<file path="src/hw/rtl/mmtc_pkg.sv">
// Shared types and constants for the modular two-column matrix product unit.
// No dependencies; every other file of the block but mmtc_ram imports this package.
`timescale 1ns / 1ps
`default_nettype none

package mmtc_pkg;

  // Fixed field widths
  localparam int unsigned IDX_W   = 12;
  localparam int unsigned COEFF_W = 32;
  localparam int unsigned MOD_W   = 32;
  localparam int unsigned ACC_W   = 64;

  // Defaults for the top-level parameters
  localparam int unsigned DEF_MAX_COLS   = 4096;
  localparam int unsigned DEF_COEFF_BITS = 32;

  // Queue between front and back
  localparam int unsigned QUEUE_DEPTH = 4;
  localparam int unsigned QPTR_W      = $clog2(QUEUE_DEPTH);
  localparam int unsigned QCNT_W      = $clog2(QUEUE_DEPTH + 1);

  // Item kinds
  localparam logic KIND_LOAD = 1'b0;
  localparam logic KIND_ELEM = 1'b1;

  // One element beat after its column values have been fetched
  typedef struct packed {
    logic [COEFF_W-1:0] elem;
    logic [COEFF_W-1:0] b_first;
    logic [COEFF_W-1:0] b_second;
    logic               row_last;
    logic               matrix_end;
  } entry_t;

endpackage

`default_nettype wire

</file>
<file path="src/hw/rtl/mmtc_queue.sv">
// Short FIFO of fetched element beats between front and back.
// Uses mmtc_pkg for the entry type and depth.
`timescale 1ns / 1ps
`default_nettype none

module mmtc_queue (
  input  wire logic                        clk,
  input  wire logic                        rst,
  input  wire logic                        push,
  input  wire mmtc_pkg::entry_t            push_data,
  input  wire logic                        pop,
  output mmtc_pkg::entry_t                 head,
  output logic                             head_valid,
  output logic [mmtc_pkg::QCNT_W-1:0]      count
);
  import mmtc_pkg::*;

  entry_t            slots [QUEUE_DEPTH];
  logic [QPTR_W-1:0] wptr;
  logic [QPTR_W-1:0] rptr;
  logic              do_pop;

  assign head_valid = count != '0;
  assign head       = slots[rptr];
  assign do_pop     = pop && head_valid;

  // Front guarantees room before it pushes
  always_ff @(posedge clk) begin
    if (rst) begin
      wptr  <= '0;
      rptr  <= '0;
      count <= '0;
    end else begin
      if (push) begin
        wptr <= wptr + 1'b1;
      end
      if (do_pop) begin
        rptr <= rptr + 1'b1;
      end
      unique case ({push, do_pop})
        2'b10:   count <= count + 1'b1;
        2'b01:   count <= count - 1'b1;
        default: count <= count;
      endcase
    end
    if (push) begin
      slots[wptr] <= push_data;
    end
  end

endmodule

`default_nettype wire

</file>
<file path="config.mk">
export PLATFORM = sky130hd
export DESIGN_NAME = mmtc_queue
export DESIGN_NICKNAME = d
export VERILOG_FILES = /design/src/hw/rtl/mmtc_pkg.sv /design/src/hw/rtl/mmtc_queue.sv
export SDC_FILE = /design/constraint.sdc
export NUM_CORES = 1
export LEC_CHECK = 0
export ABC_AREA = 1
export BUFFER_PORTS_ARGS = -buffer_cell sky130_fd_sc_hd__buf_2
export CAP_MARGIN = 20
export CORE_UTILIZATION = 30
export DETAILED_ROUTE_END_ITERATION = 6
export HOLD_SLACK_MARGIN = 0.12
export PLACE_DENSITY = 0.59
export SETUP_SLACK_MARGIN = 0.2
export SYNTH_ARGS = -nofsm -noshare
export SYNTH_HDL_FRONTEND = slang
export SYNTH_SLANG_ARGS = --single-unit
</file>
<file path="constraint.sdc">
create_clock -name clk -period 8.6 [get_ports clk]
set_input_delay 0.43 -clock clk [delete_from_list [all_inputs] [get_ports clk]]
set_output_delay 0.43 -clock clk [all_outputs]
set_load 0.005 [all_outputs]
</file>
=== Word-level counts from Yosys, hierarchy flattened ===
Memories as Yosys holds them, arrays and structs flattened. A register that Yosys moved wholly into a read port is not among the register bits.
Cells that the tools add are included.

* Order comparisons: 0
* Multiply operators: 0
* Shift operators: 0
* Reduce and logical (&&, ||, !) cells: 3
* Bitwise gates (word level): 0
* Add/sub/neg operators: 4
* Div/mod/pow operators: 0
* Eq/ne operators: 2
* Multiplexer cells: 5

{| class="wikitable"
|+ Operators with widths
! cell !! number
|-
| one-hot mux 3 bit (2 select lines) || 1
|-
| adder 2 x 1 -> 2 bit, second input constant || 2
|-
| 2-to-1 mux 2 bit || 2
|-
| adder 3 x 1 -> 3 bit, second input constant || 1
|-
| nonzero test 3 bit || 1
|-
| subtractor 3 x 1 -> 3 bit, second input constant || 1
|-
| == test 2 x 1 -> 1 bit, second input constant || 1
|-
| == test 2 bit, second input constant || 1
|-
| 2-to-1 mux 1 bit || 2
|-
| nonzero test 2 bit || 1
|-
| logical AND 1 bit || 1
|}

* Memory bits (read-only): 0
* Memories: 1
* Output and inout port bits: 102
* RAM bits: 392
* Input port bits: 102
* Word-level logic and storage cells: 18
* Bits in latches: 0
* Register bits after elaboration: 7

{| class="wikitable"
|+ Memories
! memory !! depth !! width !! rd ports !! clocked after memory_dff !! wr ports !! line !! source
|-
| slots || 4 || 98 || 1 || 1 || 1 || mmtc_queue.sv:18 || <nowiki>entry_t slots [QUEUE_DEPTH];</nowiki>
|}

=== Logic depth before layout (Yosys ltp) ===
Gate-level depths: netlist of run 1.

* Depth in word-level cells: 4
* Depth in mapped cells: 12
* Depth with buffers taken out: 12

=== Worst setup path before layout of run 1 ===
Ideal clock, no wire load.

* Path kind: reg-to-reg
* Start: reg wptr[0]
* End: mem slots[2][0] (netlist name) (enable)
* Library setup time: 451 ps
* Arrival time: 2481 ps
* Required time: 8149 ps
* Setup slack: 5667 ps
* Path buffers: 0
* Period minus slack after synthesis: 2933 ps
* Cell stages (with the launch flop): 5
* Cell sequence: dfxtp_1 -> inv_1 -> ha_1 -> nand2_1 -> inv_1

{| class="wikitable"
|+ RTL lines
! item !! line !! source
|-
| start, declared || mmtc_queue.sv:19 || <nowiki>logic [QPTR_W-1:0] wptr;</nowiki>
|-
| start signal, assigned || mmtc_queue.sv:35 || <nowiki>wptr <= wptr + 1'b1;</nowiki>
|-
| end, declared || mmtc_queue.sv:18 ||
|}

No word-level cell before the write port.

==> results_tabular.tex, run 1 <==
\begin{tabular}{lr}
\hline
Metric & Value \\
\hline
\multicolumn{2}{l}{\textbf{STA}} \\
Final critical delay including setup and external delays & 3523 ps \\
Final period utilization & 0.4097 \\
RSZ-0062 raised after global routing & false \\
Setup total negative slack & 0 ps \\
Number of max-slew violations in the final report & 0 \\
Setup-failing EPs final & 0 \\
Worst slew margin & 0.3627 \\
FMAX & 283.8 MHz \\
Skew final & 16.15 ps \\
Worst-margin pin slew & 956.0 ps \\
Fin. Hold Viols & 0 \\
\multicolumn{2}{l}{\textbf{Pwr}} \\
Leak Pwr & 6.614 nW \\
Total power draw & 0.004913 W \\
Worst ir drop on vdd & 0.0001725 V \\
Power per unit of standard cell area & 259.2 nW/µm² \\
\multicolumn{2}{l}{\textbf{Yosys}} \\
Asr flop ratio synth & 0 \\
Share of the synthesized area in the top cell type & 0.7862 \\
Sequential-to-total area share from yosys stat & 0.7982 \\
Synth Instances & 1010 \\
Post-synthesis instance area & 14970 µm² \\
Count of different cell masters after synthesis & 22 \\
Library cell occupying the most area in the post-synthesis netlist & edfxtp\_1 \\
Top flip-flop cell by instance count after synthesis & edfxtp\_1 \\
Largest cells by area after synthesis & edfxtp\_1, o21ai\_0, nor2\_1 \\
Post-synth net total & 1118 \\
Post-synth EDFFs & 392 \\
Commonest cells in the netlist & edfxtp\_1, nor2\_1, o21ai\_0 \\
Average cell area after synthesis & 14.82 µm² \\
Cell with the most instances after synthesis & edfxtp\_1 \\
Number of synthesized register bits & 401 \\
Yosys Warn Count & 0 \\
\multicolumn{2}{l}{\textbf{Layout}} \\
Area Overhead vs Synth & 26.60\% \\
Number of nets at the end of the flow & 1410 \\
Share of cells above drive strength 1 & 0.2141 \\
Filler cell count & 4622 \\
\multicolumn{2}{l}{\textbf{CTS}} \\
CTS sink count & 401 \\
Longest Clk Path Bufs & 3 \\
Latest clock arrival within the worst-skew pair & 550 ps \\
Post\_cts resized & 0 \\
Number of buffers created by CTS & 43 \\
Clock Pin Slew Worst Setup and Hold Paths & 60 ps \\
CTS H-tree depth & 2 \\
TritonCTS clock tree & yes \\
Library cell used as clock root buffer & clkbuf\_16 \\
\multicolumn{2}{l}{\textbf{Place}} \\
I/O Buffers & 203 \\
Weighted congestion at the end of routability-driven global placement & 0.7174 \\
Post-detailed-placement half-perimeter wirelength & 18290 µm \\
\multicolumn{2}{l}{\textbf{Route}} \\
Initial drt markers & 558 \\
Final routed DRC violation total & 0 \\
Wire length per cell & 17.30 µm \\
Detailed-route wire length & 34660 µm \\
Vias & 9325 \\
Initial DRT Pass Iterations & 4 \\
Antenna Violating Nets Remaining & 0 \\
Number of vias per cell after detailed routing & 4.656 \\
\multicolumn{2}{l}{\textbf{Status}} \\
Run status & finished clean \\
\multicolumn{2}{l}{\textbf{Die}} \\
Die footprint & 50810 µm² \\
Chip Width & 225.4 µm \\
I/O Pins & 204 \\
Starting utilization of the core area & 0.3052 \\
Height of the die & 225.4 µm \\
Row count & 81 \\
Area of the core region & 49050 µm² \\
\multicolumn{2}{l}{\textbf{Worst setup path}} \\
Data arrival time of the critical path & 3090 ps \\
Cell family contributing the most delay on the critical path & buffers and inverters \\
Critical Path Source Type & register \\
CP Max Fanout & 112 \\
Critical path, cell by cell & inv\_6, buf\_4, o21ai\_0, o22ai\_1, buf\_2 \\
Required time worst endpoint & 8170 ps \\
CP Capture Type & output pin \\
Worst path max stage delay & 780 ps \\
Path type of the worst setup path & register to output pin \\
Bufs and invs on worst path & 3 \\
Critical Path Slowest Stage Cell & buf\_4 \\
\multicolumn{2}{l}{\textbf{Worst hold path}} \\
Worst min-delay path category & input pin to register \\
\multicolumn{2}{l}{\textbf{Global routing}} \\
Antenna violations before repair & 4 \\
Largest net degree at the start of global routing & 113 \\
Total overflow reported by the global router & 0 \\
All-layer global routing usage & 0.1339 \\
Wire length of the first global-routing pass & 52200 µm \\
Number of global-route vias before repair & 9214 \\
\multicolumn{2}{l}{\textbf{Flow run}} \\
Count of max-cap constraint violations & 0 \\
\hline
\end{tabular}
placed cells by master, fill, tap and decap left out, types with 4 or more instances in the layout:
cell type,synthesis,final
dfxtp_1,9,7
clkinv_1,0,6
dlygate4sd3_1,0,99
a21oi_1,6,6
o21ai_1,47,47
clkinv_2,0,9
nand2_1,12,12
buf_4,5,9
buf_2,7,203
clkbuf_16,0,45
inv_4,0,4
inv_1,16,12
edfxtp_1,392,392
nor2_1,200,200
bufinv_16,0,5
o22ai_1,98,98
clkbuf_1,34,7
o21ai_0,153,153
ha_1,5,5
area by class of cell:
type | instances | area, µm² | area share
multi-input combinational | 527 | 2550 | 0.1345
antenna | 3 | 7.507 | 0.0003960
timing repair buffer | 311 | 2074 | 0.1094
clock buffer | 55 | 1194 | 0.06297
sequential | 401 | 11960 | 0.6309
clock inverter | 24 | 256.5 | 0.01353
tap | 664 | 830.8 | 0.04383
inverter | 18 | 83.83 | 0.004422
repair_timing:
item	in CTS	in global routing
endpoints found under the hold margin	393	0
setup buffers	0	0
hold buffers	99	0
setup endpoints to repair	0	0
per-stage QoR:
stage	setup WS (ps)	cells	cell area [µm²]	util	hold WS, ps
after detailed placement	5613	1822	16510	0.3365	482.8
final	5077	2003	18960	0.3864	241.6
after CTS	4995	2000	18950	0.3863	184.6
after floorplan	5667	1010	14970	-	448.1
after global routing	4851	2001	18950	0.3863	236.1
after global placement	5660	1822	16510	0.3365	464.4
worst paths after layout:
path / slack [ps] / from / depth (start not counted) / to
setup / recovery: 5080 / register / 5 / head[12]
hold / removal: 240 / rst / 4 / count[2]
setup reg to reg: 6100 / wptr[0] / 5 / slots[2][57]
hold reg to reg: 500 / rptr[0] / 2 / rptr[0]
registers in the layout (all words and copies together) (netlist names), named ones only:
register	cells
slots	392
count	3
wptr	2
rptr	2
routing by layer:
layer / routed length, µm / vias to the layer above / global-route usage
met3: 2245 / 62 / 0.03598
li1: - / 4412 / -
met5: 47 / - / 0.004888
met1: 15620 / 4599 / 0.1750
met4: 794 / 6 / 0.04718
met2: 15950 / 246 / 0.2132
report_power, final:
part	internal [W]	switching (W)	total (W)
sequential	0.00224	0.0000395	0.00228
clock	0.00113	0.000744	0.00188
combinational	0.000279	0.000476	0.000755
worst min-delay path: stages:
cell,delay (ps)
buf_2,70
inv_1,110
nand2_1,100
nor2_1,30
logic make-up (layout without fill, tap and decap cells):
logic type	Yosys count	count (layout)	share of synthesized area
fa+ha+maj	6	6	0.005515
buf+inv	82	408	0.03150
other cells	0	3	0
simple gates	217	217	0.05498
flops	401	401	0.7982
compound gates	304	304	0.1098
(Power assumes the default switching activity.)
==> inputs of run 2 (changes only) <==
==> constraint.sdc (replaced) <==
create_clock -name clk -period 3.62 [get_ports clk]
set_input_delay 0.181 -clock clk [delete_from_list [all_inputs] [get_ports clk]]
set_output_delay 0.181 -clock clk [all_outputs]
set_load 0.005 [all_outputs]
==> run 2 against run 1 <==
- die area is the same
- total power grew 140%
- critical path type unchanged
- worst setup slack lost 4200 ps
- via count is essentially flat
- sequential cell count is the same
- clock power grew 140%
- routed wire length grew 0.53%
- final area grew 0.89%
==> results_tabular.tex, run 2 (same netlist as run 1, synthesis figures left out) <==
\begin{tabular}{lr}
\hline
Metric & Value \\
\hline
\multicolumn{2}{l}{\textbf{Worst setup path}} \\
Endpoint of the worst register-to-register path & slots[3][40] \\
CP Capture Type & output pin \\
Critical Path Source Type & register \\
CP Max Fanout & 53 (-53\%) \\
Start of the worst register-to-register path & wptr[0] \\
Required time worst endpoint & 3440 ps (-4730 ps) \\
Path type of the worst setup path & register to output pin \\
Reg-to-reg slack, setup & 1650 ps (-4450 ps) \\
Data arrival time of the critical path & 2600 ps (-490 ps) \\
Count of cells along the worst register-to-register path & 4 (-1) \\
\multicolumn{2}{l}{\textbf{Global routing}} \\
Total overflow reported by the global router & 0 (unchanged) \\
Met3 Track Usage GR & 0.03664 (+0.0006519) \\
Routing usage on met2 & 0.2263 (+0.01314) \\
Peak-usage layer in the global routing report & met2 \\
Largest net degree at the start of global routing & 90 (-20\%) \\
Met1 Use GR & 0.1713 (-0.003682) \\
Number of global-route vias before repair & 9476 (+2.8\%) \\
Antenna violations before repair & 2 (-2) \\
Wire length of the first global-routing pass & 53190 µm (+1.9\%) \\
All-layer global routing usage & 0.1368 (+0.002879) \\
\multicolumn{2}{l}{\textbf{STA}} \\
Worst slew margin & 0.4116 (+0.04892) \\
Setup-failing EPs final & 0 (unchanged) \\
Final period utilization & 0.7691 \\
Number of max-slew violations in the final report & 0 (unchanged) \\
RSZ-0062 raised after global routing & false \\
Skew final & 18.95 ps (+2.797 ps) \\
Setup total negative slack & 0 ps (unchanged) \\
Worst-margin pin slew & 882.6 ps (-73.38 ps) \\
Final critical delay including setup and external delays & 2784 ps \\
Fin. Hold Viols & 0 (unchanged) \\
FMAX & 359.2 MHz \\
\multicolumn{2}{l}{\textbf{CTS}} \\
Number of buffers created by CTS & 46 (+7.0\%) \\
Longest Clk Path Bufs & 3 (unchanged) \\
CTS sink count & 401 (unchanged) \\
Library cell used as clock root buffer & clkbuf\_16 \\
CTS H-tree depth & 2 (unchanged) \\
Total setup buffers inserted after CTS & 0 (unchanged) \\
TritonCTS clock tree & yes \\
Latest clock arrival within the worst-skew pair & 570 ps (+20 ps) \\
Clock Pin Slew Worst Setup and Hold Paths & 60 ps (about the same) \\
\multicolumn{2}{l}{\textbf{Layout}} \\
Share of cells above drive strength 1 & 0.2147 (+0.0006384) \\
Area Overhead vs Synth & 27.73\% \\
Number of nets at the end of the flow & 1422 (+0.85\%) \\
Most used cells in the layout excluding fill and tap cells & edfxtp\_1, buf\_2, nor2\_1 \\
Largest regs & slots: 392 flops, count: 3 flops \\
Max FFs per register & 392 (unchanged) \\
Most common library cell in the layout ignoring fill and taps & edfxtp\_1 \\
Number of standard cells in the final layout excluding fillers & 2011 (+0.40\%) \\
Post-route core utilization & 0.3899 (+0.003444) \\
Top reg by flops & slots \\
\multicolumn{2}{l}{\textbf{Die}} \\
I/O Pins & 204 (unchanged) \\
Row count & 81 (unchanged) \\
Area of the core region & 49050 µm² (unchanged) \\
Height of the die & 225.4 µm (unchanged) \\
Chip Width & 225.4 µm (unchanged) \\
Starting utilization of the core area & 0.3052 (unchanged) \\
Die footprint & 50810 µm² (unchanged) \\
\multicolumn{2}{l}{\textbf{Route}} \\
Final routed DRC violation total & 0 (unchanged) \\
Antenna Violating Nets Remaining & 0 (unchanged) \\
Initial drt markers & 552 (-1.1\%) \\
Number of vias per cell after detailed routing & 4.634 (-0.47\%) \\
Vias & 9318 (-0.075\%) \\
Initial DRT Pass Iterations & 5 (+1) \\
Wire length per cell & 17.32 µm (+0.13\%) \\
Detailed-route wire length & 34840 µm (+0.53\%) \\
\multicolumn{2}{l}{\textbf{Pwr}} \\
Total power draw & 0.01175 W (+140\%) \\
Worst ir drop on vdd & 0.0004536 V (+160\%) \\
Power per unit of standard cell area & 614.3 nW/µm² (+140\%) \\
Leak Pwr & 6.684 nW (+1.0\%) \\
\multicolumn{2}{l}{\textbf{Worst hold path}} \\
Worst min-delay path category & input pin to register \\
Worst hold path stage count & 2 (-2) \\
End point of the worst hold path & slots[2][74] \\
Worst Hold Launch & push\_data[74] \\
\multicolumn{2}{l}{\textbf{Place}} \\
Weighted congestion at the end of routability-driven global placement & 0.7085 (-1.2\%) \\
Total instance count after detailed placement & 1828 (+0.33\%) \\
I/O Buffers & 203 (unchanged) \\
Post-detailed-placement half-perimeter wirelength & 18860 µm (+3.1\%) \\
\multicolumn{2}{l}{\textbf{Status}} \\
Run status & finished clean \\
\multicolumn{2}{l}{\textbf{Flow run}} \\
Count of max-cap constraint violations & 0 (unchanged) \\
\hline
\end{tabular}
## run 2: cell types whose count changed in the layout (fill, tap and decap cells not counted), sizes merged
cell | before | now
clkbuf | 55 | 61
bufinv | 5 | 3
clkinv | 16 | 12
dlygate4sd3 | 99 | 102
inv | 19 | 20
diode | 3 | 1
buf | 212 | 218
## run 2: metal layers
layer	vias up	wire length (µm)	share of wire
li1	4421	-	-
met1	4617	15330	0.44
met2	219	16380	0.47
met3	59	2212	0.063
met4	2	898	0.026
met5	-	13	0.00037
## run 2: area by class of cell
cell class / count / area [µm²]
multi-input cells: 527 / 2550
clock buffers: 61 / 1271
well taps: 664 / 830.8
inverters: 18 / 83.83
clock inverters: 19 / 190.2
repair buffers: 320 / 2237
flip-flops and latches: 401 / 11960
diodes: 1 / 2.502
fillers: 4619 / 29930
## run 2: per-stage QoR
step	hold slack [ps]	setup slack (ps)	cell area [µm²]
final	365.0	835.8	19120
after global routing	339.4	602.4	19120
after CTS	310.9	712.0	19120
after detailed placement	397.3	1363	16640
after global placement	393.9	1374	16640
after floorplan	279.9	687.2	14970
## run 2: how the worst max path moves through the flow
stage | to | slack (ps) | depth (start not counted)
6_report | head[13] | 840 | 5
5_1_grt | head[13] | 600 | 5
4_1_cts | head[28] | 710 | 5
3_5_place_dp | head[28] | 1360 | 5
3_3_place_gp | head[28] | 1370 | 5
2_1_floorplan | slots[2][0] | 690 | 4
## run 2: power by group
group	switching (W)	leakage [nW]	internal [W]
clock	0.00180	0.708	0.00268
combinational	0.00115	2.30	0.000699
sequential	0.0000932	3.68	0.00532
total	0.00305	6.68	0.00870
## run 2: critical path, stage by stage (launching register included)
cell and delay [ps]:
dfxtp_4 340, buf_4 470, buf_4 570, o21ai_0 200, o22ai_1 210, buf_2 150
## run 2: what timing repair did
item,CTS,global route
hold buffers,102,0
hold endpoints to repair,401,0
gates resized for setup,0,0
==> inputs of run 3 (changes only) <==
--- a/config.mk
+++ b/config.mk
@@ -11,7 +11,7 @@
 export CORE_UTILIZATION = 30
 export DETAILED_ROUTE_END_ITERATION = 6
 export HOLD_SLACK_MARGIN = 0.12
-export PLACE_DENSITY = 0.59
+export PLACE_DENSITY = 0.61
 export SETUP_SLACK_MARGIN = 0.2
 export SYNTH_ARGS = -nofsm -noshare
 export SYNTH_HDL_FRONTEND = slang
==> constraint.sdc (replaced) <==
create_clock -name clk -period 2.5 [get_ports clk]
set_input_delay 0.125 -clock clk [delete_from_list [all_inputs] [get_ports clk]]
set_output_delay 0.125 -clock clk [all_outputs]
set_load 0.005 [all_outputs]
==> run 3 against run 2 <==
- count of clock-buffer cells in the layout shrank 8
- largest cell class unchanged
- critical endpoint is now head[27]
- clock skew decreased by 3.8 ps
- combinational power up 50%
- final area up 0.30%
==> results_tabular.tex, run 3 (same netlist as run 1, synthesis figures left out) <==
\begin{tabular}{lr}
\hline
Metric & Value \\
\hline
\multicolumn{2}{l}{\textbf{Status}} \\
Run status & finished clean \\
\multicolumn{2}{l}{\textbf{Die}} \\
I/O Pins & 204 (unchanged) \\
Height of the die & 225.4 µm (unchanged) \\
Area of the core region & 49050 µm² (unchanged) \\
Starting utilization of the core area & 0.3052 (unchanged) \\
Row count & 81 (unchanged) \\
Die footprint & 50810 µm² (unchanged) \\
Chip Width & 225.4 µm (unchanged) \\
\multicolumn{2}{l}{\textbf{Place}} \\
I/O Buffers & 203 (unchanged) \\
Post-detailed-placement half-perimeter wirelength & 18850 µm (about the same) \\
Weighted congestion at the end of routability-driven global placement & 0.7290 (+2.9\%) \\
\multicolumn{2}{l}{\textbf{Global routing}} \\
Peak-usage layer in the global routing report & met2 \\
Total overflow reported by the global router & 0 (unchanged) \\
Routing usage on met2 & 0.2132 (-0.01314) \\
Largest net degree at the start of global routing & 91 (+1.1\%) \\
Met3 Track Usage GR & 0.03403 (-0.002608) \\
Wire length of the first global-routing pass & 52210 µm (-1.8\%) \\
Met1 Use GR & 0.1762 (+0.004950) \\
All-layer global routing usage & 0.1338 (-0.002994) \\
Antenna violations before repair & 0 (-2) \\
Number of global-route vias before repair & 9158 (-3.4\%) \\
\multicolumn{2}{l}{\textbf{Worst hold path}} \\
Worst min-delay path category & input pin to register \\
\multicolumn{2}{l}{\textbf{Layout}} \\
Max FFs per register & 392 (unchanged) \\
Largest regs & slots: 392 flops, count: 3 flops \\
Most used cells in the layout excluding fill and tap cells & edfxtp\_1, buf\_2, nor2\_1 \\
Share of cells above drive strength 1 & 0.2246 (+0.009901) \\
Most common library cell in the layout ignoring fill and taps & edfxtp\_1 \\
Filler cell count & 4589 (-0.65\%) \\
Multi-input gate area & 2567 µm² (+0.69\%) \\
Area Overhead vs Synth & 28.11\% \\
Diode insertion count for antenna repair & 0 (-1) \\
Top reg by flops & slots \\
Register area & 11960 µm² (about the same) \\
Number of nets at the end of the flow & 1428 (+0.42\%) \\
Post-route core utilization & 0.3911 (+0.001173) \\
\multicolumn{2}{l}{\textbf{Worst setup path}} \\
Required time worst endpoint & 2380 ps (-1060 ps) \\
CP Capture Type & output pin \\
Data arrival time of the critical path & 2030 ps (-570 ps) \\
Path type of the worst setup path & register to output pin \\
Critical Path Source Type & register \\
CP Max Fanout & 45 (-15\%) \\
\multicolumn{2}{l}{\textbf{Route}} \\
Final routed DRC violation total & 0 (unchanged) \\
Vias & 9383 (+0.70\%) \\
Initial DRT Pass Iterations & 5 (unchanged) \\
Detailed-route wire length & 34430 µm (-1.2\%) \\
Antenna Violating Nets Remaining & 0 (unchanged) \\
Number of vias per cell after detailed routing & 4.661 (+0.60\%) \\
Initial drt markers & 543 (-1.6\%) \\
Wire length per cell & 17.10 µm (-1.3\%) \\
\multicolumn{2}{l}{\textbf{STA}} \\
Worst-margin pin slew & 651.6 ps (-231.0 ps) \\
Skew final & 15.16 ps (-3.786 ps) \\
Final period utilization & 0.8630 \\
Setup-failing EPs final & 0 (unchanged) \\
RSZ-0062 raised after global routing & false \\
FMAX & 463.5 MHz \\
Final critical delay including setup and external delays & 2157 ps \\
Setup total negative slack & 0 ps (unchanged) \\
Number of max-slew violations in the final report & 0 (unchanged) \\
Fin. Hold Viols & 0 (unchanged) \\
Worst slew margin & 0.5656 (+0.1540) \\
\multicolumn{2}{l}{\textbf{CTS}} \\
Longest Clk Path Bufs & 3 (unchanged) \\
Number of buffers created by CTS & 44 (-4.3\%) \\
Library cell used as clock root buffer & clkbuf\_16 \\
Latest clock arrival within the worst-skew pair & 560 ps (about the same) \\
TritonCTS clock tree & yes \\
CTS sink count & 401 (unchanged) \\
Total setup buffers inserted after CTS & 0 (unchanged) \\
Clock Pin Slew Worst Setup and Hold Paths & 60 ps (about the same) \\
CTS H-tree depth & 2 (unchanged) \\
\multicolumn{2}{l}{\textbf{Pwr}} \\
Leak Pwr & 6.681 nW (about the same) \\
Power per unit of standard cell area & 874.8 nW/µm² (+42\%) \\
Worst ir drop on vdd & 0.0005712 V (+26\%) \\
\multicolumn{2}{l}{\textbf{Flow run}} \\
Count of max-cap constraint violations & 0 (unchanged) \\
\hline
\end{tabular}
==> run 3: critical path, cell delays in order (launching register included) <==
cell      delay, ps
dfxtp_4         450
clkinv_2        120
buf_6           310
o21ai_0         180
o22ai_1         200
buf_2           160
==> run 3: power breakdown <==
| group | internal, W | switching, W | leakage, nW |
|---|---|---|---|
| sequential | 0.00770 | 0.0000967 | 3.68 |
| clock | 0.00369 | 0.00252 | 0.672 |
| combinational | 0.00106 | 0.00171 | 2.33 |
| total | 0.0125 | 0.00433 | 6.68 |
==> run 3: metal layers <==
layer,wire [µm],share of wire,vias up
met5,0,0,-
met2,16250,0.47,264
li1,-,-,4429
met1,15120,0.44,4637
met3,2275,0.066,53
met4,784,0.023,0
==> run 3: what timing repair did <==
action,in CTS,in global routing
hold buffers,102,0
resized for setup,2,0
endpoints found under the hold margin,401,0
endpoints found under the setup margin,38,0
==> run 3: area by class of cell <==
class	count	share of cell area
Timing Repair Buffer	328	0.1234
Clock inverter	22	0.01096
Sequential cell	401	0.6236
Multi-Input combinational cell	527	0.1338
Inverter	18	0.004631
Tap cell	664	0.04331
Clock buffer	53	0.06027
==> run 3: final timing paths <==
check,depth (start not counted),to,slack [ps],from
worst max-delay path,5,head[27],340,register
worst min-delay path,2,slots[1][75],310,push_data[75]
worst min register to register,2,wptr[1],490,wptr[1]
worst max register to register,12,count[2],670,count[0]
==> run 3: through the flow <==
| step | power, W | instances | instance area (µm²) | setup slack, ps | hold WS (ps) |
|---|---|---|---|---|---|
| 6_report | 0.01678 | 2013 | 19180 | 342.6 | 312.7 |
| 5_1_grt | 0.01753 | 2013 | 19180 | 200.4 | 279.2 |
| 4_1_cts | 0.01700 | 2013 | 19180 | 231.5 | 258.7 |
| 3_5_place_dp | 0.01061 | 1836 | 16790 | 687.0 | 342.3 |
| 3_3_place_gp | 0.01056 | 1836 | 16790 | 714.9 | 338.3 |
| 2_1_floorplan | 0.009485 | 1010 | 15010 | 67.59 | 223.9 |
